## src/design/oled_text_character_generator_macros.svh

```systemverilog
// Assertion macros for the OLED text character generator.
// Used by the top level; expects clk and rst_n in scope.
`ifndef OLED_TEXT_CHARACTER_GENERATOR_MACROS_SVH
`define OLED_TEXT_CHARACTER_GENERATOR_MACROS_SVH

// same-cycle implication, disabled in reset
`define OTCG_ASSERT_IMP(lbl, ante, cons, msg) \
    lbl: assert property (@(posedge clk) disable iff (!rst_n) (ante) |-> (cons)) \
        else $error(msg);

// next-cycle implication, disabled in reset
`define OTCG_ASSERT_NXT(lbl, ante, cons, msg) \
    lbl: assert property (@(posedge clk) disable iff (!rst_n) (ante) |=> (cons)) \
        else $error(msg);

`endif

```

## src/design/otcg_pkg.sv

```systemverilog
// Shared types, codes and font ROM for the OLED text character generator.
// No dependencies.
package otcg_pkg;

    localparam int DEFAULT_COLUMNS     = 128;
    localparam int DEFAULT_PAGES       = 8;
    localparam int DEFAULT_QUEUE_DEPTH = 4;

    localparam logic [7:0] CMD_COL_ADDR  = 8'h21;
    localparam logic [7:0] CMD_PAGE_ADDR = 8'h22;
    localparam logic [7:0] GLYPH_BLANK   = 8'h00;

    typedef enum logic [1:0] {
        MODE_CHAR    = 2'd0,
        MODE_NEWLINE = 2'd1,
        MODE_HOME    = 2'd2,
        MODE_SET     = 2'd3
    } mode_t;

    typedef enum logic [1:0] {
        KIND_CMD  = 2'd0,
        KIND_OPEN = 2'd1,
        KIND_DATA = 2'd2
    } kind_t;

    // job passed from front end to byte sequencer
    typedef struct packed {
        logic        cursor;
        logic        glyph;
        logic [7:0]  col;
        logic [7:0]  line_val;
        logic [39:0] bits;      // column i in bits[8*i +: 8]
    } job_t;

    typedef struct packed {
        logic full;
        logic empty;
    } q_stat_t;

    function automatic logic [39:0] font_row(input logic [7:0] code);
        logic [39:0] r;
        case (code)
            8'h20: r = 40'h00_00_00_00_00;
            8'h21: r = 40'h00_00_2F_00_00;
            8'h22: r = 40'h00_07_00_07_00;
            8'h23: r = 40'h14_7F_14_7F_14;
            8'h24: r = 40'h12_2A_7F_2A_24;
            8'h25: r = 40'h62_64_08_13_23;
            8'h26: r = 40'h50_22_55_49_36;
            8'h27: r = 40'h00_00_03_05_00;
            8'h28: r = 40'h00_41_22_1C_00;
            8'h29: r = 40'h00_1C_22_41_00;
            8'h2A: r = 40'h14_08_3E_08_14;
            8'h2B: r = 40'h08_08_3E_08_08;
            8'h2C: r = 40'h00_60_A0_00_00;
            8'h2D: r = 40'h08_08_08_08_08;
            8'h2E: r = 40'h00_00_60_60_00;
            8'h2F: r = 40'h02_04_08_10_20;
            8'h30: r = 40'h3E_45_49_51_3E;
            8'h31: r = 40'h00_40_7F_42_00;
            8'h32: r = 40'h46_49_51_61_42;
            8'h33: r = 40'h31_4B_45_41_21;
            8'h34: r = 40'h10_7F_12_14_18;
            8'h35: r = 40'h39_45_45_45_27;
            8'h36: r = 40'h30_49_49_4A_3C;
            8'h37: r = 40'h03_05_09_71_01;
            8'h38: r = 40'h36_49_49_49_36;
            8'h39: r = 40'h1E_29_49_49_06;
            8'h3A: r = 40'h00_00_36_36_00;
            8'h3B: r = 40'h00_00_36_56_00;
            8'h3C: r = 40'h00_41_22_14_08;
            8'h3D: r = 40'h14_14_14_14_14;
            8'h3E: r = 40'h08_14_22_41_00;
            8'h3F: r = 40'h06_09_51_01_02;
            8'h40: r = 40'h3E_51_59_49_32;
            8'h41: r = 40'h7C_12_11_12_7C;
            8'h42: r = 40'h36_49_49_49_7F;
            8'h43: r = 40'h22_41_41_41_3E;
            8'h44: r = 40'h1C_22_41_41_7F;
            8'h45: r = 40'h41_49_49_49_7F;
            8'h46: r = 40'h01_09_09_09_7F;
            8'h47: r = 40'h7A_49_49_41_3E;
            8'h48: r = 40'h7F_08_08_08_7F;
            8'h49: r = 40'h00_41_7F_41_00;
            8'h4A: r = 40'h01_3F_41_40_20;
            8'h4B: r = 40'h41_22_14_08_7F;
            8'h4C: r = 40'h40_40_40_40_7F;
            8'h4D: r = 40'h7F_02_0C_02_7F;
            8'h4E: r = 40'h7F_10_08_04_7F;
            8'h4F: r = 40'h3E_41_41_41_3E;
            8'h50: r = 40'h06_09_09_09_7F;
            8'h51: r = 40'h5E_21_51_41_3E;
            8'h52: r = 40'h46_29_19_09_7F;
            8'h53: r = 40'h31_49_49_49_46;
            8'h54: r = 40'h01_01_7F_01_01;
            8'h55: r = 40'h3F_40_40_40_3F;
            8'h56: r = 40'h1F_20_40_20_1F;
            8'h57: r = 40'h3F_40_38_40_3F;
            8'h58: r = 40'h63_14_08_14_63;
            8'h59: r = 40'h07_08_70_08_07;
            default: r = 40'h00_00_00_00_00;
        endcase
        return r;
    endfunction

endpackage

```

## src/design/otcg_back.sv

```systemverilog
// Byte sequencer: expands each job into command and data words.
// Depends on otcg_pkg; output register holds each word while the downstream stalls.
module otcg_back
    import otcg_pkg::*;
#(
    parameter int DISPLAY_COLUMNS = DEFAULT_COLUMNS,
    parameter int DISPLAY_PAGES   = DEFAULT_PAGES
)
(
    input  logic       clk,
    input  logic       rst_n,
    input  job_t       head,
    input  q_stat_t    q_stat,
    output logic       pop,
    output logic       m_axis_tvalid,
    input  logic       m_axis_tready,
    output logic [7:0] m_axis_tdata,   // value[7:0]
    output logic [1:0] m_axis_tuser,   // kind[1:0]
    output logic       m_axis_tlast
);

    localparam logic [3:0] STEP_OPEN  = 4'd6;
    localparam logic [3:0] STEP_GLYPH = 4'd7;
    localparam logic [3:0] STEP_END   = 4'd12;
    localparam logic [7:0] LAST_COL   = 8'(DISPLAY_COLUMNS - 1);
    localparam logic [7:0] LAST_PAGE  = 8'(DISPLAY_PAGES - 1);

    logic       busy_reg;
    logic [3:0] step_reg;
    logic       out_valid_reg;
    logic [7:0] value_reg;
    kind_t      kind_reg;
    logic       last_reg;

    logic [3:0] step;
    logic [3:0] gidx;
    logic       load;
    logic       is_last;
    logic [7:0] value_next;
    kind_t      kind_next;

    assign step    = busy_reg ? step_reg : (head.cursor ? 4'd0 : STEP_GLYPH);
    assign load    = !q_stat.empty && (!out_valid_reg || m_axis_tready);
    assign is_last = ((step == STEP_OPEN) && !head.glyph) || (step == STEP_END);
    assign pop     = load && is_last;
    assign gidx    = step - STEP_GLYPH;

    always_comb
    begin
        kind_next  = KIND_CMD;
        value_next = 8'h00;
        case (step)
            4'd0: value_next = CMD_COL_ADDR;
            4'd1: value_next = head.col;
            4'd2: value_next = LAST_COL;
            4'd3: value_next = CMD_PAGE_ADDR;
            4'd4: value_next = head.line_val;
            4'd5: value_next = LAST_PAGE;
            STEP_OPEN: kind_next = KIND_OPEN;
            4'd7, 4'd8, 4'd9, 4'd10, 4'd11:
            begin
                kind_next  = KIND_DATA;
                value_next = head.bits[8 * gidx[2:0] +: 8];
            end
            STEP_END:
            begin
                kind_next  = KIND_DATA;
                value_next = GLYPH_BLANK;
            end
            default: kind_next = KIND_CMD;
        endcase
    end

    always_ff @(posedge clk or negedge rst_n)
    begin
        if (!rst_n)
        begin
            busy_reg      <= 1'b0;
            step_reg      <= 4'd0;
            out_valid_reg <= 1'b0;
        end
        else if (load)
        begin
            out_valid_reg <= 1'b1;
            busy_reg      <= !is_last;
            step_reg      <= step + 4'd1;
        end
        else if (m_axis_tready)
        begin
            out_valid_reg <= 1'b0;
        end
    end

    always_ff @(posedge clk)
    begin
        if (load)
        begin
            value_reg <= value_next;
            kind_reg  <= kind_next;
            last_reg  <= is_last;
        end
    end

    assign m_axis_tvalid = out_valid_reg;
    assign m_axis_tdata  = value_reg;
    assign m_axis_tuser  = kind_reg;
    assign m_axis_tlast  = last_reg;

endmodule

```

## config.mk

```make
export PLATFORM = sky130hd
export DESIGN_NAME = otcg_back
export DESIGN_NICKNAME = d
export VERILOG_FILES = /design/src/design/oled_text_character_generator_macros.svh /design/src/design/otcg_pkg.sv /design/src/design/otcg_back.sv
export SDC_FILE = /design/constraint.sdc
export NUM_CORES = 1
export LEC_CHECK = 0
export BUFFER_PORTS_ARGS = -buffer_cell sky130_fd_sc_hd__buf_2
export CORE_ASPECT_RATIO = 2
export CORE_MARGIN = 2
export CORE_UTILIZATION = 49
export DETAILED_ROUTE_END_ITERATION = 8
export HOLD_SLACK_MARGIN = 0.02
export PLACE_DENSITY_LB_ADDON = 0.05
export REMOVE_ABC_BUFFERS = 1
export SYNTH_ARGS = -nofsm -noshare
export SYNTH_HDL_FRONTEND = slang
export SYNTH_SLANG_ARGS = --single-unit
```

## constraint.sdc

```tcl
create_clock -name clk -period 5.7 [get_ports clk]
set_clock_uncertainty 0.1 [all_clocks]
set_input_delay 0.855 -clock clk [delete_from_list [all_inputs] [get_ports clk]]
set_output_delay 0.855 -clock clk [all_outputs]
set_load 0.1 [all_outputs]
```

# Word-level counts from Yosys, hierarchy flattened
# Index checks and enable logic that the tools add are counted.
[word_totals] reg_bits=17 inputBits=63
[classes] add_sub_neg=2 eq_ne=12 n_shift=1 muxes=6 n_reduce_logical=13
[ops] operator="case mux 8 bit (7 select lines)" count=1
[ops] operator="indexed part select 40 x 7 -> 8 bit" count=1
[ops] operator="equality test 4 bit (second input constant)" count=5
[ops] operator="equality test 4 x 3 -> 1 bit (second input constant)" count=4
[ops] operator="equality test 4 x 2 -> 1 bit (second input constant)" count=2
[ops] operator="OR reduction 6 bit" count=1
[ops] operator="OR reduction 5 bit" count=1
[ops] operator="adder 4 x 1 -> 4 bit (second input constant)" count=1
[ops] operator="equality test 4 x 1 -> 1 bit (second input constant)" count=1
[ops] operator="logical NOT 1 bit" count=4
[ops] operator="logical NOT 4 bit" count=1
[ops] operator="2-to-1 mux 4 bit" count=1
[ops] operator="case mux 2 bit (2 select lines)" count=1
[ops] operator="logical AND 1 bit" count=3
[ops] operator="2-to-1 mux 3 bit" count=1
[ops] operator="subtractor 3 bit (second input constant)" count=1
[ops] operator="logical OR 1 bit" count=2
[ops] operator="2-to-1 mux 1 bit" count=2
[ops] operator="nonzero test 2 bit" count=1

# Depth between registers and ports, before layout
[depth] depth_word=6 ltp_mapped=10 mapped_depth_nobuf=9

# Least setup slack after synthesis
# No wires, ideal clock.
[synth_timing] kind="flip-flop to output port" startpoint="register out_valid_reg (netlist: m_axis_tvalid)" endpoint="output pop" arrival_time_ns=2.723 slack_ns=2.022 stages_incl_launch_ff=3 n_path_buf=0 cell_sequence="dfrtp_1 a21oi_1 and2_1"
[synth_via] elab_chain_len=4
[synth_lines] item="start, declared" line="otcg_back.sv:30" text="logic out_valid_reg;"
[synth_lines] item="start signal, assigned" line="otcg_back.sv:80" text="out_valid_reg <= 1'b0;"
[synth_lines] item="start signal, assigned" line="otcg_back.sv:84" text="out_valid_reg <= 1'b1;"
[synth_lines] item="start signal, assigned" line="otcg_back.sv:90" text="out_valid_reg <= 1'b0;"
[synth_lines] item="logical NOT 1 bit" line="otcg_back.sv:43" text="assign load = !q_stat.empty && (!out_valid_reg || m_axis_tready);"
[synth_lines] item="logical OR 1 bit" line="otcg_back.sv:43"
[synth_lines] item="logical AND 1 bit" line="otcg_back.sv:43"
[synth_lines] item="via load" line="otcg_back.sv:37" text="logic load;"
[synth_lines] item="logical AND 1 bit" line="otcg_back.sv:45" text="assign pop = load && is_last;"
[synth_lines] item="end, declared" line="otcg_back.sv:14" text="output logic pop,"
# The timed path passes the listed nets, and every way through them passes these cells.

# Worst setup path after layout
[layout_timing] startpoint="input head[57] in the netlist's numbering" endpoint="output pop"
[layout_via] elab_chain_len=6 elab_cells_between_ends=7 classes_between="eq/ne (2); mux (2); reduce/logical (3)"
[layout_lines] item="start, declared" line="otcg_back.sv:12" text="input job_t head,"
[layout_lines] item="2-to-1 mux 3 bit *" line="otcg_back.sv:42" text="assign step = busy_reg ? step_reg : (head.cursor ? 4'd0 : STEP_GLYPH);"
[layout_lines] item="2-to-1 mux 4 bit *" line="otcg_back.sv:42"
[layout_lines] item="equality test 4 x 3 -> 1 bit" line="otcg_back.sv:44" text="assign is_last = ((step == STEP_OPEN) && !head.glyph) || (step == STEP_END);"
[layout_lines] item="logical AND 1 bit" line="otcg_back.sv:44"
[layout_lines] item="logical OR 1 bit *" line="otcg_back.sv:44"
[layout_lines] item="via is_last" line="otcg_back.sv:38" text="logic is_last;"
[layout_lines] item="logical AND 1 bit *" line="otcg_back.sv:45"
# The timed path passes the listed nets; every way through them passes the cells marked *.

==> impl_results.md <==
* Status: complete, no violations
* RePlAce Congestion at 0.961
* Drt wl/cell at 15.9 µm
* Die Area at 3420 µm²
* Multi-input gate area at 871 µm²
* Synth-to-Final Area Change at 28.0%
* R2R cell count at 7
* First-pass GRT wire length at 6.38 mm
* Number of antenna diodes at 0
* Main flop type after synthesis: edfxtp_1
* Worst skew pair latency at 250 ps
* Crit path time final at 3870 ps
* Final wirelength at 3.95 mm
* Crit path top cell by count: buf_2
* Crit-path slowest cell: ha_1
* Initial antenna violation count at 0
* Reg area at 480 µm²
* Max reg flops at 8
* H-Tree Depth at 1
* Hold buffer count at cts at 0
* Count of cell types in the netlist at 40
* Share of cells above drive strength 1 at 44.7%
* EDFF count, synth at 11
* Synth area leader: edfxtp_1
* Arr. time, crit path at 2920 ps
* CP peak stage delay at 420 ps
* RSZ-0062 raised after global routing: no
* Die Height at 80.7 µm
* Worst path bufs/invs at 2
* Die width at 42.4 µm
* Synth Area per Inst at 9.74 µm²
* Total setup buffers inserted after CTS at 0
* Post-cts sizing count at 0
* Largest net degree at the start of global routing at 21
* Critical path, cell by cell: buf_2, nor2_4, a21oi_2, ha_1, nand2_1, o21a_1, nor2_1, and2_1, buf_2
* Vias per cell at 5.86
* Max_slew headroom at 48.4%
* Final Hold Viols at 0
* Synth top area cells: edfxtp_1, dfrtp_1, mux2i_1
* DR DRC count at 0
* Largest fanout on the critical path at 8
* Port Buffers at 74
* Initial Utilization at 52.0%
* Measured slew at the worst slew-check pin at 774 ps
* Vias in the first global route at 1440
* Final Cycle Share at 67.9%
* Setup crit start kind: input port
* Pre-Repair DR Iteration Count at 4
* Maxcap violations at 0
* Vias at 1453
* Violation count after the first detailed-route iteration at 56
* # IOs at 76
* Detail Placement HPWL at 3.15 mm
* Register area share after synthesis at 33.3%
* Total grt overflow at 0
* CP Capture Type: output port
* Row count at 27
* Top-area cell type share of the netlist area at 22.9%
* Core area at 2770 µm²
* Required time of the critical path at 4740 ps
* CP top delay family: buffers and inverters
* Synth Instances at 148
* WS Path Type: in -> out
* Worst Hold Class: in -> async
* Total Routing Usage GR at 24.8%
* Ys async rst share at 35.3%
* Post-route ant nets at 0
* Root buffer cell: clkbuf_8
* # setup viols final at 0
* Final setup TNS at 0 ps
* CP Depth at 9
* CTS tree: built
* Warnings, synthesis at 0
* Final Max Slew Viols at 0
* Final nets at 287
* CTS Buffer Depth at 2
* Register clock-pin slew on the reported worst setup and hold paths at 60 ps
* Syn Std Cell Area at 1440 µm²
* CTS sink cnt at 17
* Fill cells at 241
* Achievable Freq at 258 MHz
* #FFs+latches synth at 17
* Total CTS buffers at 3
placed cells by master (no fill, tap or decap), types with 2 or more instances in the layout:
| cell | Yosys | final |
|---|---|---|
| buf_2 | 3 | 74 |
| a21oi_1 | 16 | 16 |
| nor2_1 | 12 | 12 |
| edfxtp_1 | 11 | 11 |
| inv_1 | 9 | 9 |
| mux2i_1 | 9 | 9 |
| o21ai_0 | 9 | 9 |
| mux2_2 | 8 | 8 |
| nand2_1 | 8 | 8 |
| and4b_1 | 6 | 6 |
| nand3_1 | 6 | 6 |
| dfrtp_1 | 6 | 6 |
| ha_1 | 4 | 4 |
| mux4_2 | 3 | 3 |
| o21a_1 | 3 | 3 |
| a221oi_1 | 3 | 3 |
| clkbuf_8 | 0 | 3 |
| a21oi_2 | 2 | 2 |
| nor3b_1 | 2 | 2 |
| and3b_1 | 2 | 2 |
| and2_1 | 2 | 2 |
| o21ai_1 | 2 | 2 |
| a211oi_1 | 2 | 2 |
kinds of logic (layout without fill, tap and decap cells):
group	count (synthesis)	count (layout)	share of synthesized area (%)
AOI/OAI and AO/OA	45	45	21.2
and+or+nand+nor	45	45	18.6
muxes	20	20	17.2
DFF	17	17	33.3
buffers and inverters	17	88	6.25
adders and majority gates	4	4	3.47
worst register-to-register path, cell delays in order, from the launching register on:
cell and delay, ps:
dfrtp_1 680, nor2_4 120, a21oi_2 370, inv_1 120, ha_1 820, mux4_2 600, a221oi_1 410, o21ai_0 150
metrics by stage:
step	cells	util (%)	setup WS, ps	area, µm²	hold WS (ps)
final	248	66.6	1830	1850	311
after global routing	248	66.6	1650	1850	312
after CTS	248	66.6	1820	1850	315
after detailed placement	244	65.0	1730	1800	430
after global placement	244	65.0	1770	1800	421
after floorplan	140	-	2020	1390	404
cells in the mapped netlist, drive strengths merged (2+ instances only):
cell	number
and3b	2
dfrtp	6
a221oi	4
nor2	13
ha	4
nand3	6
mux2i	9
buf	7
nand2	8
mux4	3
a21oi	18
o21ai	12
edfxtp	11
inv	9
nor3b	2
mux2	8
and4b	6
a211oi	3
and2	2
o21a	3
worst paths after layout:
check,from,to,slack (ps)
setup / recovery,head[57],pop,1830
hold / removal,rst_n,step_reg[0],310
setup reg to reg,busy_reg,m_axis_tdata[5],2060
hold reg to reg,step_reg[1],step_reg[1],440
max in group asynchronous,rst_n,step_reg[3],5050
min in group clk,step_reg[1],step_reg[1],440
per-layer routing:
layer	wire length [µm]	track usage, %	part of all wire [%]	up-vias
met1	1360	24.1	34	670
met4	124	15.9	3.1	0
met3	217	4.04	5.5	10
met2	2250	46.3	57	68
met5	0	0	0	-
li1	-	-	-	705
final cells by class:
class	instances	area share (%)
clock buffers	3	2.24
clock inverters	1	0.271
inverters	9	1.83
multi-input cells	114	47.2
flip-flops and latches	17	26.0
well taps	29	1.97
repair buffers	75	20.5
Power is not shown: default switching activity piles up to over one toggle a cycle in this logic, so the estimate is an artifact.
