==> src/design/oled_text_character_generator_macros.svh <==
// Assertion macros for the OLED text character generator.
// Used by the top level; expects clk and rst_n in scope.
`ifndef OLED_TEXT_CHARACTER_GENERATOR_MACROS_SVH
`define OLED_TEXT_CHARACTER_GENERATOR_MACROS_SVH

// same-cycle implication, disabled in reset
`define OTCG_ASSERT_IMP(lbl, ante, cons, msg) \
    lbl: assert property (@(posedge clk) disable iff (!rst_n) (ante) |-> (cons)) \
        else $error(msg);

// next-cycle implication, disabled in reset
`define OTCG_ASSERT_NXT(lbl, ante, cons, msg) \
    lbl: assert property (@(posedge clk) disable iff (!rst_n) (ante) |=> (cons)) \
        else $error(msg);

`endif

==> src/design/otcg_pkg.sv <==
// Shared types, codes and font ROM for the OLED text character generator.
// No dependencies.
package otcg_pkg;

    localparam int DEFAULT_COLUMNS     = 128;
    localparam int DEFAULT_PAGES       = 8;
    localparam int DEFAULT_QUEUE_DEPTH = 4;

    localparam logic [7:0] CMD_COL_ADDR  = 8'h21;
    localparam logic [7:0] CMD_PAGE_ADDR = 8'h22;
    localparam logic [7:0] GLYPH_BLANK   = 8'h00;

    typedef enum logic [1:0] {
        MODE_CHAR    = 2'd0,
        MODE_NEWLINE = 2'd1,
        MODE_HOME    = 2'd2,
        MODE_SET     = 2'd3
    } mode_t;

    typedef enum logic [1:0] {
        KIND_CMD  = 2'd0,
        KIND_OPEN = 2'd1,
        KIND_DATA = 2'd2
    } kind_t;

    // job passed from front end to byte sequencer
    typedef struct packed {
        logic        cursor;
        logic        glyph;
        logic [7:0]  col;
        logic [7:0]  line_val;
        logic [39:0] bits;      // column i in bits[8*i +: 8]
    } job_t;

    typedef struct packed {
        logic full;
        logic empty;
    } q_stat_t;

    function automatic logic [39:0] font_row(input logic [7:0] code);
        logic [39:0] r;
        case (code)
            8'h20: r = 40'h00_00_00_00_00;
            8'h21: r = 40'h00_00_2F_00_00;
            8'h22: r = 40'h00_07_00_07_00;
            8'h23: r = 40'h14_7F_14_7F_14;
            8'h24: r = 40'h12_2A_7F_2A_24;
            8'h25: r = 40'h62_64_08_13_23;
            8'h26: r = 40'h50_22_55_49_36;
            8'h27: r = 40'h00_00_03_05_00;
            8'h28: r = 40'h00_41_22_1C_00;
            8'h29: r = 40'h00_1C_22_41_00;
            8'h2A: r = 40'h14_08_3E_08_14;
            8'h2B: r = 40'h08_08_3E_08_08;
            8'h2C: r = 40'h00_60_A0_00_00;
            8'h2D: r = 40'h08_08_08_08_08;
            8'h2E: r = 40'h00_00_60_60_00;
            8'h2F: r = 40'h02_04_08_10_20;
            8'h30: r = 40'h3E_45_49_51_3E;
            8'h31: r = 40'h00_40_7F_42_00;
            8'h32: r = 40'h46_49_51_61_42;
            8'h33: r = 40'h31_4B_45_41_21;
            8'h34: r = 40'h10_7F_12_14_18;
            8'h35: r = 40'h39_45_45_45_27;
            8'h36: r = 40'h30_49_49_4A_3C;
            8'h37: r = 40'h03_05_09_71_01;
            8'h38: r = 40'h36_49_49_49_36;
            8'h39: r = 40'h1E_29_49_49_06;
            8'h3A: r = 40'h00_00_36_36_00;
            8'h3B: r = 40'h00_00_36_56_00;
            8'h3C: r = 40'h00_41_22_14_08;
            8'h3D: r = 40'h14_14_14_14_14;
            8'h3E: r = 40'h08_14_22_41_00;
            8'h3F: r = 40'h06_09_51_01_02;
            8'h40: r = 40'h3E_51_59_49_32;
            8'h41: r = 40'h7C_12_11_12_7C;
            8'h42: r = 40'h36_49_49_49_7F;
            8'h43: r = 40'h22_41_41_41_3E;
            8'h44: r = 40'h1C_22_41_41_7F;
            8'h45: r = 40'h41_49_49_49_7F;
            8'h46: r = 40'h01_09_09_09_7F;
            8'h47: r = 40'h7A_49_49_41_3E;
            8'h48: r = 40'h7F_08_08_08_7F;
            8'h49: r = 40'h00_41_7F_41_00;
            8'h4A: r = 40'h01_3F_41_40_20;
            8'h4B: r = 40'h41_22_14_08_7F;
            8'h4C: r = 40'h40_40_40_40_7F;
            8'h4D: r = 40'h7F_02_0C_02_7F;
            8'h4E: r = 40'h7F_10_08_04_7F;
            8'h4F: r = 40'h3E_41_41_41_3E;
            8'h50: r = 40'h06_09_09_09_7F;
            8'h51: r = 40'h5E_21_51_41_3E;
            8'h52: r = 40'h46_29_19_09_7F;
            8'h53: r = 40'h31_49_49_49_46;
            8'h54: r = 40'h01_01_7F_01_01;
            8'h55: r = 40'h3F_40_40_40_3F;
            8'h56: r = 40'h1F_20_40_20_1F;
            8'h57: r = 40'h3F_40_38_40_3F;
            8'h58: r = 40'h63_14_08_14_63;
            8'h59: r = 40'h07_08_70_08_07;
            default: r = 40'h00_00_00_00_00;
        endcase
        return r;
    endfunction

endpackage

==> src/design/otcg_queue.sv <==
// Small job queue between front end and byte sequencer.
// Depends on otcg_pkg.
module otcg_queue
    import otcg_pkg::*;
#(
    parameter int QUEUE_DEPTH = DEFAULT_QUEUE_DEPTH
)
(
    input  logic    clk,
    input  logic    rst_n,
    input  logic    push,
    input  job_t    push_job,
    input  logic    pop,
    output job_t    head,
    output q_stat_t q_stat
);

    localparam int ADDR_W = (QUEUE_DEPTH > 1) ? $clog2(QUEUE_DEPTH) : 1;
    localparam int CNT_W  = $clog2(QUEUE_DEPTH + 1);

    job_t              mem [QUEUE_DEPTH];
    logic [ADDR_W-1:0] wr_ptr_reg, rd_ptr_reg;
    logic [CNT_W-1:0]  count_reg;

    function automatic logic [ADDR_W-1:0] bump(input logic [ADDR_W-1:0] p);
        return (p == ADDR_W'(QUEUE_DEPTH - 1)) ? '0 : p + 1'b1;
    endfunction

    assign q_stat.full  = (count_reg == CNT_W'(QUEUE_DEPTH));
    assign q_stat.empty = (count_reg == '0);
    assign head         = mem[rd_ptr_reg];

    always_ff @(posedge clk)
    begin
        if (push)
        begin
            mem[wr_ptr_reg] <= push_job;
        end
    end

    always_ff @(posedge clk or negedge rst_n)
    begin
        if (!rst_n)
        begin
            wr_ptr_reg <= '0;
            rd_ptr_reg <= '0;
            count_reg  <= '0;
        end
        else
        begin
            if (push)
            begin
                wr_ptr_reg <= bump(wr_ptr_reg);
            end
            if (pop)
            begin
                rd_ptr_reg <= bump(rd_ptr_reg);
            end
            if (push && !pop)
            begin
                count_reg <= count_reg + 1'b1;
            end
            else if (pop && !push)
            begin
                count_reg <= count_reg - 1'b1;
            end
        end
    end

endmodule

==> config.mk <==
export PLATFORM = sky130hd
export DESIGN_NAME = otcg_queue
export DESIGN_NICKNAME = d
export VERILOG_FILES = /design/src/design/oled_text_character_generator_macros.svh /design/src/design/otcg_pkg.sv /design/src/design/otcg_queue.sv
export SDC_FILE = /design/constraint.sdc
export NUM_CORES = 1
export LEC_CHECK = 0
export BUFFER_PORTS_ARGS = -buffer_cell sky130_fd_sc_hd__buf_4
export CORE_UTILIZATION = 51
export CTS_CLUSTER_DIAMETER = 30
export DETAILED_ROUTE_END_ITERATION = 16
export GPL_TIMING_DRIVEN = 0
export PLACE_DENSITY = 0.75
export RECOVER_POWER = 25
export SLEW_MARGIN = 20
export SYNTH_ARGS = -nofsm -noshare
export SYNTH_HDL_FRONTEND = slang
export SYNTH_SLANG_ARGS = --single-unit
==> constraint.sdc <==
create_clock -name clk -period 2.2 [get_ports clk]
set_input_delay 0.22 -clock clk [delete_from_list [all_inputs] [get_ports clk]]
set_output_delay 0.22 -clock clk [all_outputs]
set_load 0.05 [all_outputs]
; Word-level counts from Yosys, hierarchy flattened
; Memory sizes are Yosys's and may differ from the RTL's.
; Index checks and enable logic that the tools add are counted.
; Widths: inputs -> output; s select.
[classes]
n_addsub = 4
eq_ne = 3
muxes = 6
reduce_logical = 6
[op_table]
columns = operator, count
row1 = $mux 3, 2
row2 = $add 2x1->2 const B, 2
row3 = $eq 2x2->1 const B, 2
row4 = $mux 2, 2
row5 = $add 3x1->3 const B, 1
row6 = $eq 3x3->1 const B, 1
row7 = $logic_not 3->1, 1
row8 = $sub 3x1->3 const B, 1
row9 = $logic_and 1x1->1, 2
row10 = $logic_not 1->1, 2
row11 = $mux 1, 2
row12 = $reduce_bool 2->1, 1
[totals]
register_bits = 7
ram_bits = 232
in_bits = 62
output_inout_bits = 60
wordCells = 23
mem_count = 1
[memory_table]
columns = memory, words, width, read_ports, rd_ports_with_merged_regs, write_ports, line_no
row1 = mem, 4, 58, 1, 0, 1, otcg_queue.sv:21  ; job_t mem [QUEUE_DEPTH];

; Logic depth before layout (Yosys ltp)
; Gate-level depths: netlist (run 1).
[logic_depth]
ltp_word = 4
depth_mapped = 7
depth_no_buf = 7

; Worst setup path after synthesis (run 1)
; Ideal clock, no wire load.
[synth_timing]
path_type = flip-flop to flip-flop
startpoint = reg wr_ptr_reg[0]
endpoint = mem mem[2][0] (netlist bit) (enable)
setup_time_ns = 0.422
t_arrival_ns = 1.995
required_ns = 1.778
slack_ns = -0.217
stages_incl_launch_ff = 4
path_buffers = 0
period_less_slack_ns = 2.417
path_cell_list = dfrtp_1 > inv_1 > ha_1 > and2_1
[synth_rtl]
columns = element, line_no
row1 = from (decl), otcg_queue.sv:22  ; logic [ADDR_W-1:0] wr_ptr_reg, rd_ptr_reg;
row2 = from (signal assigned), otcg_queue.sv:53  ; wr_ptr_reg <= bump(wr_ptr_reg);
row3 = to (decl), otcg_queue.sv:21
; No word-level cell before the write port.

==> metrics.md, run 1 <==
| Metric | Value |
|---|---|
| Via Count | `4283` |
| Synth warn | `0` |
| Via/cell ratio | `between 5 and 6` |
| Clock slew at reported path FFs | `around 0.050 ns` |
| Crit path DAT | `slightly below 2 ns` |
| All-Layer GR Usage | `19.0%` |
| Placed Area | `10100 um2` |
| Endpoint type of the worst setup path | `output pin` |
| RR Endpoint | `mem[0][19]` |
| Final Util | `between 70% and 80%` |
| Endpoints failing setup | `0` |
| Critical Path Fanout Max | `10` |
| Netlist cell types | `19` |
| Min Tclk post-route | `approximately 2.2 ns` |
| DRT Pass-1 Iters | `4` |
| Multi-input gate area | `1540 um2` |
| Setup CP Type | `reg -> out` |
| Number of flip-flops in the largest register | `between 200 and 250` |
| Setup TNS | `0 ns` |
| Path type of the worst min-delay path | `in -> async` |
| Register area | `7140 um2` |
| Final Cycle Share | `97.9%` |
| Sw Share | `between 30% and 40%` |
| Clock root buffer | `clkbuf_16` |
| HPWL after DPL | `9440 um` |
| Grt ovf | `0` |
| Gate Count Post-Synth | `341` |
| Top Ports | `between 100 and 150` |
| Worst Max-Slew Pin Slew | `approximately 0.48 ns` |
| GP Congestion | `about 0.67` |
| First-pass GRT wire length | `~25000 um` |
| Worst slew margin | `68.3%` |
| Sequential share of the synthesized area | `about four fifths` |
| Leakage power | `around 4.2 nW` |
| Slew Limit Fails | `0` |
| Remaining routing DRC violations | `0` |
| CTS max path bufs | `3` |
| Final-layout fill cell count | `1017` |
| Layout cells sized above 1 | `a little under two fifths` |
| Internal power | `12.2 mW` |
| Starting DRT DRC Count | `approximately 230` |
| Die height | `~130 um` |
| Post-Syn Nets | `410` |
| RSZ-0062 raised after global routing | `true` |
| Max frequency | `approximately 460 MHz` |
| VDD IR max | `1.09 mV` |
| Clock Latency Late Sink | `about 0.49 ns` |
| Clock Power Share | `between 20 and 30%` |
| Sink Count | `approximately 240` |
| Core ar. | `16800 um2` |
| Worst clock skew | `0.0106 ns` |
| CTS Buf Count | `38` |
| Chip width | `~130 um` |
| Cell mode on critical path | `buf_12` |
| Final hold vios | `0` |
| Slowest cell on crit path | `mux4_2` |
| Routed Antenna Nets | `0` |
| R2r setup slk | `around 0.44 ns` |
| CTS tree | `built` |
| Max-cap violations | `0` |
| Routed WL | `between 15000 and 20000 um` |
| Buf/Inv on CP | `3` |
| Cell Pwr Density | `1560 nW/um2` |
| Crit-path cells | `buf_12 > buf_12 > mux4_2 > buf_6` |
| CP delay by family, top | `multiplexers` |
| Fin area | `around 12000 um2` |
| Seq cells post-synth | `around 240` |
| Status | `completed` |
| Row cnt | `between 40 and 50` |
| Commonest non-fill, non-tap cells in the layout | `edfxtp_1 (232), dlygate4sd3_1 (61), mux4_2 (58)` |
| Critical Path RT | `a little under 2 ns` |
| H-tree depth | `2` |
| Sequential Power Share | `around 32%` |
| Nets | `~640` |
| Reg-to-reg startpoint | `wr_ptr_reg[0]` |
| Comb power frac | `~39%` |
| Avg Inst Size Synth | `approximately 26 um2` |
| Area grow syn2layout | `35.6%` |
| Commonest non-fill, non-tap cell in the layout | `edfxtp_1` |
| Initial antenna violation count | `0` |
| Post-DR wirelength/cell | `between 20 and 25 um` |
| N_diodes | `0` |
| Vias in the first global route | `around 4800` |
| CP max stage delay | `roughly 0.54 ns` |
| Starting Density | `52.8%` |
| I/O Buffers | `roughly 120` |
| Sw power | `around 6.5 mW` |
| Mapped Area | `~8900 um2` |
| Die area | `17900 um2` |
| CP Launch Type | `flop` |
| Worst-case reg-to-reg path depth | `4` |
| Pin count of the biggest net entering global routing | `36` |
[logic make-up (layout without fill, tap and decap cells)]
logic type                 after synthesis  count (layout)  share of synthesized area (%)
AOI/OAI and AO/OA                        2               2                          0.113
xor gates and xnor gates                 3               3                          0.297
adders and majority gates                7               7                           1.07
buffers and inverters                   18             271                           2.11
DFF                                    239             239                           80.6
muxes                                   61              61                           15.1
and+or+nand+nor                         11              11                          0.636
[through the flow]
stage          worst slack (ns)  power, mW  instances  hold WS, ns
2_1_floorplan             0.381       11.0        341      -0.0756
3_3_place_gp             -0.164       12.8        682       0.0371
3_5_place_dp              0.400       12.9        686       0.0397
4_1_cts                -0.00317       18.6        814       0.0502
5_1_grt                 -0.0173       19.5        814        0.198
6_report                 0.0457       18.8        814        0.175
[worst max path at each step]
stage,slack (ns),cells past startpoint,from,endpoint
after floorplan,0.38,1,count_reg[0],q_stat[1]
after global placement,-0.16,3,wr_ptr_reg[0],mem[2][10]
after detailed placement,0.40,4,wr_ptr_reg[1],mem[0][4]
after CTS,-0.003,4,rd_ptr_reg[0],head[17]
after global routing,-0.02,4,rd_ptr_reg[0],head[45]
final,0.05,4,rd_ptr_reg[0],head[17]
[power by group through the flow]
| stage | combinational (mW) | sequential (mW) | clock [mW] |
|---|---|---|---|
| after floorplan | 4.96 | 6.07 | 0 |
| after global placement | 6.64 | 6.11 | 0 |
| after detailed placement | 6.78 | 6.13 | 0 |
| after CTS | 6.99 | 6.06 | 5.57 |
| after global routing | 7.59 | 6.11 | 5.77 |
| final | 7.24 | 6.06 | 5.47 |
[cells in the mapped netlist]
| master | instances | share of area [%] |
|---|---|---|
| and2_1 | 4 | 0.28 |
| buf_12 | 6 | 1.4 |
| buf_2 | 5 | 0.28 |
| buf_4 | 2 | 0.17 |
| buf_6 | 1 | 0.13 |
| dfrtp_1 | 7 | 2.0 |
| edfxtp_1 | 232 | 79 |
| fa_1 | 1 | 0.23 |
| ha_1 | 6 | 0.85 |
| inv_1 | 4 | 0.17 |
| mux2_2 | 3 | 0.38 |
| mux4_2 | 58 | 15 |
| nand2_1 | 2 | 0.085 |
| nor2_1 | 3 | 0.13 |
| nor3_1 | 1 | 0.056 |
| nor3b_1 | 1 | 0.085 |
| o21ai_0 | 2 | 0.11 |
| xnor2_1 | 1 | 0.099 |
| xor2_1 | 2 | 0.20 |
[cell type report]
cell class | count | area share [%]
Tap cell | 220 | 2.29
Timing Repair Buffer | 186 | 13.6
Inverter | 4 | 0.125
Sequential cell | 239 | 59.5
Clock inverter | 21 | 1.37
Clock buffer | 46 | 8.70
Multi-Input combinational cell | 84 | 12.8
Buffer | 14 | 1.64
[repair_timing]
| action | 4_1_cts | 5_1_grt |
|---|---|---|
| buffers inserted | 0 | 0 |
| resized for setup | 9 | 41 |
| hold buffers | 61 | 0 |
| setup endpoints to repair | 20 | 55 |
| pin swaps | 0 | 0 |
| endpoints found under the hold margin | 243 | 0 |
[routing by layer]
layer | track usage [%] | routed length, um
met1 | 23.9 | 6750
met2 | 32.5 | 8420
met3 | 4.27 | 849
met5 | 0 | 0
met4 | 7.20 | 303
Note: power is estimated with default switching activity, not from simulation.
==> run 2: changes to the inputs <==
Settings changed: GPL_TIMING_DRIVEN 0 to 1.
==> run 2 against run 1 <==
Via count grew 3.2%. Non-clock buffer count up 6. Worst hold slack worse by 0.014 ns. Largest cell class unchanged. Sequential cell count is the same. Clock power is 14% higher. Setup slack got worse by 0.026 ns. First-iteration DRC count rose by 1.3%. Combinational power grew 4.4%. Design area increased by 2.8%. Sequential share of layout area is 1.6 points lower.
==> metrics.md, run 2 (synthesis results as in run 1) <==
| Metric | Value |
|---|---|
| Clock root buffer | `clkbuf_16` |
| Commonest non-fill, non-tap cells in the layout | `edfxtp_1 (232), dlygate4sd3_1 (61), mux4_2 (58)` |
| Routed WL | `17600 um (+7.5%)` |
| Status | `completed` |
| Critical Path Fanout Max | `7 (-3)` |
| First-pass GRT wire length | `26600 um (+5.6%)` |
| Worst clock skew | `0.0138 ns (+0.00327 ns)` |
| Top Ports | `122 (unchanged)` |
| Max-cap violations | `0 (unchanged)` |
| Grt ovf | `0 (unchanged)` |
| Worst slew margin | `64.1% (-4.2 points)` |
| Min Tclk post-route | `2.18 ns (+0.0259 ns)` |
| Commonest non-fill, non-tap cell in the layout | `edfxtp_1` |
| Starting DRT DRC Count | `237 (+1.3%)` |
| RSZ-0062 raised after global routing | `true` |
| Final hold vios | `0 (unchanged)` |
| Die height | `134 um (unchanged)` |
| Initial antenna violation count | `1 (+1)` |
| CTS max path bufs | `3 (unchanged)` |
| Clock slew at reported path FFs | `0.05 ns (about the same)` |
| Max frequency | `459 MHz (-1.2%)` |
| Sink Count | `239 (unchanged)` |
| Setup TNS | `0 ns (unchanged)` |
| Nets | `644 (+1.3%)` |
| Endpoint type of the worst setup path | `output pin` |
| Clock Latency Late Sink | `0.51 ns (+0.02 ns)` |
| Pwr Total | `19.9 mW (+6.1%)` |
| DRT Pass-1 Iters | `6 (+2)` |
| Remaining routing DRC violations | `0 (unchanged)` |
| CP Launch Type | `flop` |
| GP Congestion | `0.684 (+1.9%)` |
| Leakage power | `4.36 nW (+4.4%)` |
| Final-layout fill cell count | `984 (-3.2%)` |
| Die area | `17900 um2 (unchanged)` |
| Endpoints failing setup | `0 (unchanged)` |
| Pin count of the biggest net entering global routing | `61 (+69%)` |
| Routed Antenna Nets | `0 (unchanged)` |
| HPWL after DPL | `9200 um (-2.6%)` |
| Slew Limit Fails | `0 (unchanged)` |
| Via/cell ratio | `5.34 (+1.6%)` |
| Final Util | `73.6% (+2.0 points)` |
| Fin area | `12300 um2 (+2.8%)` |
| VDD IR max | `1.00 mV (-7.7%)` |
| Worst Max-Slew Pin Slew | `0.539 ns (+0.0627 ns)` |
| All-Layer GR Usage | `20.3% (+1.3 points)` |
| Vias in the first global route | `4959 (+3.5%)` |
| Starting Density | `52.8% (unchanged)` |
| Chip width | `134 um (unchanged)` |
| Final Cycle Share | `99.1% (+1.2 points)` |
| Path type of the worst min-delay path | `in -> async` |
| Post-DR wirelength/cell | `21.2 um (+5.8%)` |
| Crit path DAT | `1.96 ns (+0.03 ns)` |
| Core ar. | `16800 um2 (unchanged)` |
| Number of flip-flops in the largest register | `232 (unchanged)` |
| Placed Area | `10100 um2 (-0.46%)` |
| Via Count | `4419 (+3.2%)` |
| Cell Pwr Density | `1610 nW/um2 (+3.2%)` |
| I/O Buffers | `121 (unchanged)` |
| Setup CP Type | `reg -> out` |
| H-tree depth | `2 (unchanged)` |
| CTS Buf Count | `40 (+5.3%)` |
| CTS tree | `built` |
| Layout cells sized above 1 | `40.4% (+2.2 points)` |
| Row cnt | `47 (unchanged)` |
| Critical Path RT | `1.98 ns (about the same)` |
| Area grow syn2layout | `39.3%` |
==> run 2: cell types whose count changed in the layout (fill, tap and decap cells not counted), sizes merged <==
cell | previous run | this run
clkinvlp | 7 | 2
clkinv | 9 | 18
buf | 103 | 109
diode | 0 | 1
bufinv | 1 | 7
clkbuf | 82 | 79
inv | 8 | 7
==> run 2: where the power goes <==
group / switching [mW] / internal (mW)
logic: 4.45 / 3.12
clock network: 2.04 / 4.22
registers: 0.225 / 5.86
total: 6.71 / 13.2
==> run 2: worst max-delay path, cell delays in order (launching register included) <==
cell and delay, ns:
dfrtp_4 0.44, buf_6 0.13, buf_12 0.13, mux4_2 0.56
buf_8 0.18
==> run 2: layout make-up <==
cell class                 instances  area [um2]  area share [%]
tap                              220         275            2.23
sequential                       239        7150            57.9
clock inverter                    30         343            2.78
multi-input combinational         84        1530            12.4
inverter                           4        15.0           0.122
antenna                            1        2.50          0.0203
clock buffer                      43        1030            8.38
timing repair buffer             206        1990            16.1
==> run 2: repair_timing <==
item | in CTS | in global routing
hold buffers | 61 | 0
cloned | 1 | 3
buffers inserted | 6 | 0
hold endpoints to repair | 243 | 0
endpoints found under the setup margin | 52 | 48
gates resized for setup | 30 | 33
pin swaps | 0 | 0
==> run 2: per-layer routing <==
layer	track usage (%)	wire, um	share of wire (%)
met3	5.03	920	5.2
met4	8.96	417	2.4
met2	34.8	9230	53
met1	24.4	6980	40
met5	0	0	0
==> run 2: worst paths after layout <==
| check | start | end | slack, ns | cells past startpoint |
|---|---|---|---|---|
| max in group asynchronous | rst_n | rd_ptr_reg[0] | 1.72 | 2 |
| setup reg to reg | wr_ptr_reg[0] | mem[0][17] | 0.57 | 4 |
| hold reg to reg | count_reg[2] | count_reg[2] | 0.51 | 1 |
| min in group clk | push_job[1] | mem[1][1] | 0.46 | 2 |
| setup / recovery | rd_ptr_reg[0] | head[39] | 0.02 | 4 |
| hold / removal | rst_n | count_reg[2] | 0.16 | 2 |
==> run 2: per-stage QoR <==
stage	worst slack [ns]	hold slack, ns	instances
floorplan	0.381	-0.0756	341
global placement	0.430	0.0390	682
detailed placement	0.406	0.0387	682
CTS	-0.0319	0.0815	823
global route	-0.0329	0.192	827
finish	0.0199	0.161	827
==> run 3: changes to the inputs <==
Settings changed: CELL_PAD_IN_SITES_DETAIL_PLACEMENT from default to 1, CELL_PAD_IN_SITES_GLOBAL_PLACEMENT from default to 1, CORE_UTILIZATION 51 to 45, PLACE_DENSITY 0.75 to default, PLACE_DENSITY_LB_ADDON from default to 0.1.
==> run 3 against run 2 <==
The run now ends with setup timing left. Global-route usage decreased by 0.60 points. Cell count rose by 6.7%. Total power up 6.0%. Via count down 0.59%. First-iteration DRC count is 20% lower. Register-to-register slack worse by 0.07 ns. Setup slack worse by 0.053 ns. Sequential power about the same. Non-clock buffer count grew 1. Routed wire length up 10%. Critical endpoint is now head[6]. Largest cell class unchanged.
==> metrics.md, run 3 (synthesis results as in run 1) <==
| Metric | Value |
|---|---|
| Comb power frac | `36.5% (-1.5 points)` |
| Inst Count DP | `724 (+6.2%)` |
| Chip width | `142 um (+6.4%)` |
| Register area | `7150 um2 (unchanged)` |
| Post-DR wirelength/cell | `22.0 um (+3.5%)` |
| Multi-input gate area | `1540 um2 (+0.33%)` |
| PnR worst setup slack | `-0.0329 ns (-0.0528 ns)` |
| VDD IR max | `0.821 mV (-18%)` |
| H-tree depth | `2 (unchanged)` |
| N_diodes | `0 (-1)` |
| Met1 wire length | `8200 um (+17%)` |
| Initial antenna violation count | `0 (-1)` |
| Pwr Total | `21.1 mW (+6.0%)` |
| Clock slew at reported path FFs | `0.05 ns (about the same)` |
| Via Count | `4393 (-0.59%)` |
| Setup CP Type | `reg -> out` |
| Row cnt | `50 (+6.4%)` |
| Sequential Power Share | `28.9% (-1.7 points)` |
| Status | `finished, violations left` |
| Endpoints failing setup | `23 (+23)` |
| HPWL after DPL | `10700 um (+16%)` |
| CTS Buf Count | `48 (+20%)` |
| Worst Max-Slew Pin Slew | `0.440 ns (-0.0984 ns)` |
| Failing checks | `setup timing` |
| Placed Area | `10200 um2 (+0.82%)` |
| Worst slew margin | `70.6% (+6.6 points)` |
| Cell Pwr Density | `1660 nW/um2 (+2.8%)` |
| Grt ovf | `0 (unchanged)` |
| All-Layer GR Usage | `19.7% (-0.60 points)` |
| Sw Share | `33.4% (-0.28 points)` |
| Sink Count | `239 (unchanged)` |
| Layout cells sized above 1 | `41.2% (+0.73 points)` |
| Routed wl met3 | `956 um (+3.9%)` |
| Path type of the worst min-delay path | `in -> async` |
| Worst clock skew | `0.0116 ns (-0.00224 ns)` |
| GP Congestion | `0.703 (+2.8%)` |
| Clock Power Share | `34.6% (+3.2 points)` |
| Clock root buffer | `clkbuf_16` |
| Internal power | `14.0 mW (+6.4%)` |
| Area grow syn2layout | `43.6%` |
| I/O Buffers | `121 (unchanged)` |
| Commonest non-fill, non-tap cell in the layout | `edfxtp_1` |
| Slew Limit Fails | `0 (unchanged)` |
| RSZ-0062 raised after global routing | `true` |
| Core ar. | `19000 um2 (+13%)` |
| Starting DRT DRC Count | `189 (-20%)` |
| Final Util | `66.9% (-6.7 points)` |
| Final-layout fill cell count | `1555 (+58%)` |
| Via/cell ratio | `4.98 (-6.8%)` |
| Max Used Layer | `met4` |
| First-pass GRT wire length | `28900 um (+8.6%)` |
| Fin area | `12700 um2 (+3.1%)` |
| Max frequency | `448 MHz (-2.4%)` |
| Remaining routing DRC violations | `0 (unchanged)` |
| Starting Density | `46.6% (-6.3 points)` |
| Commonest non-fill, non-tap cells in the layout | `edfxtp_1 (232), dlygate4sd3_1 (61), mux4_2 (58)` |
| Top Ports | `122 (unchanged)` |
| CP Launch Type | `flop` |
| Vias in the first global route | `5106 (+3.0%)` |
| Sw power | `7.06 mW (+5.1%)` |
| Endpoint type of the worst setup path | `output pin` |
| Finished Layout Cells | `882 (+6.7%)` |
| Pin count of the biggest net entering global routing | `36 (-41%)` |
| Nets | `653 (+1.4%)` |
| Clock Latency Late Sink | `0.53 ns (+0.02 ns)` |
| Critical Path RT | `1.98 ns (about the same)` |
| Routed met2 length | `9840 um (+6.7%)` |
| Number of flip-flops in the largest register | `232 (unchanged)` |
| Routed WL | `19400 um (+10%)` |
| Crit path DAT | `2.01 ns (+0.05 ns)` |
| CTS tree | `built` |
| Max-cap violations | `0 (unchanged)` |
| Routed Antenna Nets | `0 (unchanged)` |
| Setup TNS | `-0.266 ns (-0.266 ns)` |
| Leakage power | `4.50 nW (+3.2%)` |
| DRT Pass-1 Iters | `4 (-2)` |
| Critical Path Fanout Max | `7 (unchanged)` |
| Die area | `20200 um2 (+13%)` |
| Min Tclk post-route | `2.23 ns (+0.0528 ns)` |
| CTS max path bufs | `3 (unchanged)` |
| Final hold vios | `0 (unchanged)` |
| Die height | `142 um (+6.4%)` |
| Final Cycle Share | `101% (+2.4 points)` |
run 3: cell type report:
| cell class | count | share of cell area, % |
|---|---|---|
| clock buffer | 52 | 9.73 |
| clock inverter | 36 | 3.25 |
| inverter | 4 | 0.118 |
| multi-input combinational | 84 | 12.1 |
| sequential | 239 | 56.2 |
| tap | 260 | 2.56 |
| timing repair buffer | 207 | 16.1 |
run 3: path summary, 6_finish.rpt:
check                              start            end  slack [ns]  cells past startpoint
max                        rd_ptr_reg[0]        head[6]       -0.03                      4
min                                rst_n   count_reg[0]        0.16                      2
max reg2reg                wr_ptr_reg[0]     mem[0][57]        0.50                      4
min reg2reg                 count_reg[2]   count_reg[2]        0.51                      1
max in group asynchronous          rst_n  rd_ptr_reg[0]        1.70                      2
min in group clk            push_job[29]     mem[1][29]        0.46                      2
run 3: worst max-delay path, cell delays in order (launching register included):
cell and delay, ns:
dfrtp_4 0.46, clkbuf_16 0.17, clkbuf_16 0.16, mux4_2 0.52
buf_6 0.17
run 3: metal layers:
metal | GRT usage, % | up-vias
met3 | 4.34 | 38
li1 | - | 1963
met2 | 33.5 | 133
met1 | 24.9 | 2259
met5 | 0 | -
met4 | 7.13 | 0
run 3: power groups by stage:
stage | registers, mW | clock network (mW) | logic (mW)
after global placement | 6.18 | 0 | 6.62
after CTS | 6.09 | 7.41 | 7.43
after global routing | 6.16 | 7.59 | 8.06
after detailed placement | 6.24 | 0 | 6.68
final | 6.10 | 7.30 | 7.69
after floorplan | 6.07 | 0 | 4.96
run 3: repair_timing:
action | CTS | global route
resized for setup | 41 | 20
hold buffers | 61 | 0
gates cloned | 1 | 4
endpoints found under the setup margin | 50 | 57
hold endpoints to repair | 243 | 0
buffers inserted | 3 | 1
run 3: per-stage QoR:
step	worst slack [ns]	hold slack [ns]
after floorplan	0.381	-0.0756
after global placement	0.335	0.0376
after detailed placement	0.316	0.0432
after CTS	-0.0749	0.0390
after global routing	-0.0758	0.186
final	-0.0329	0.163
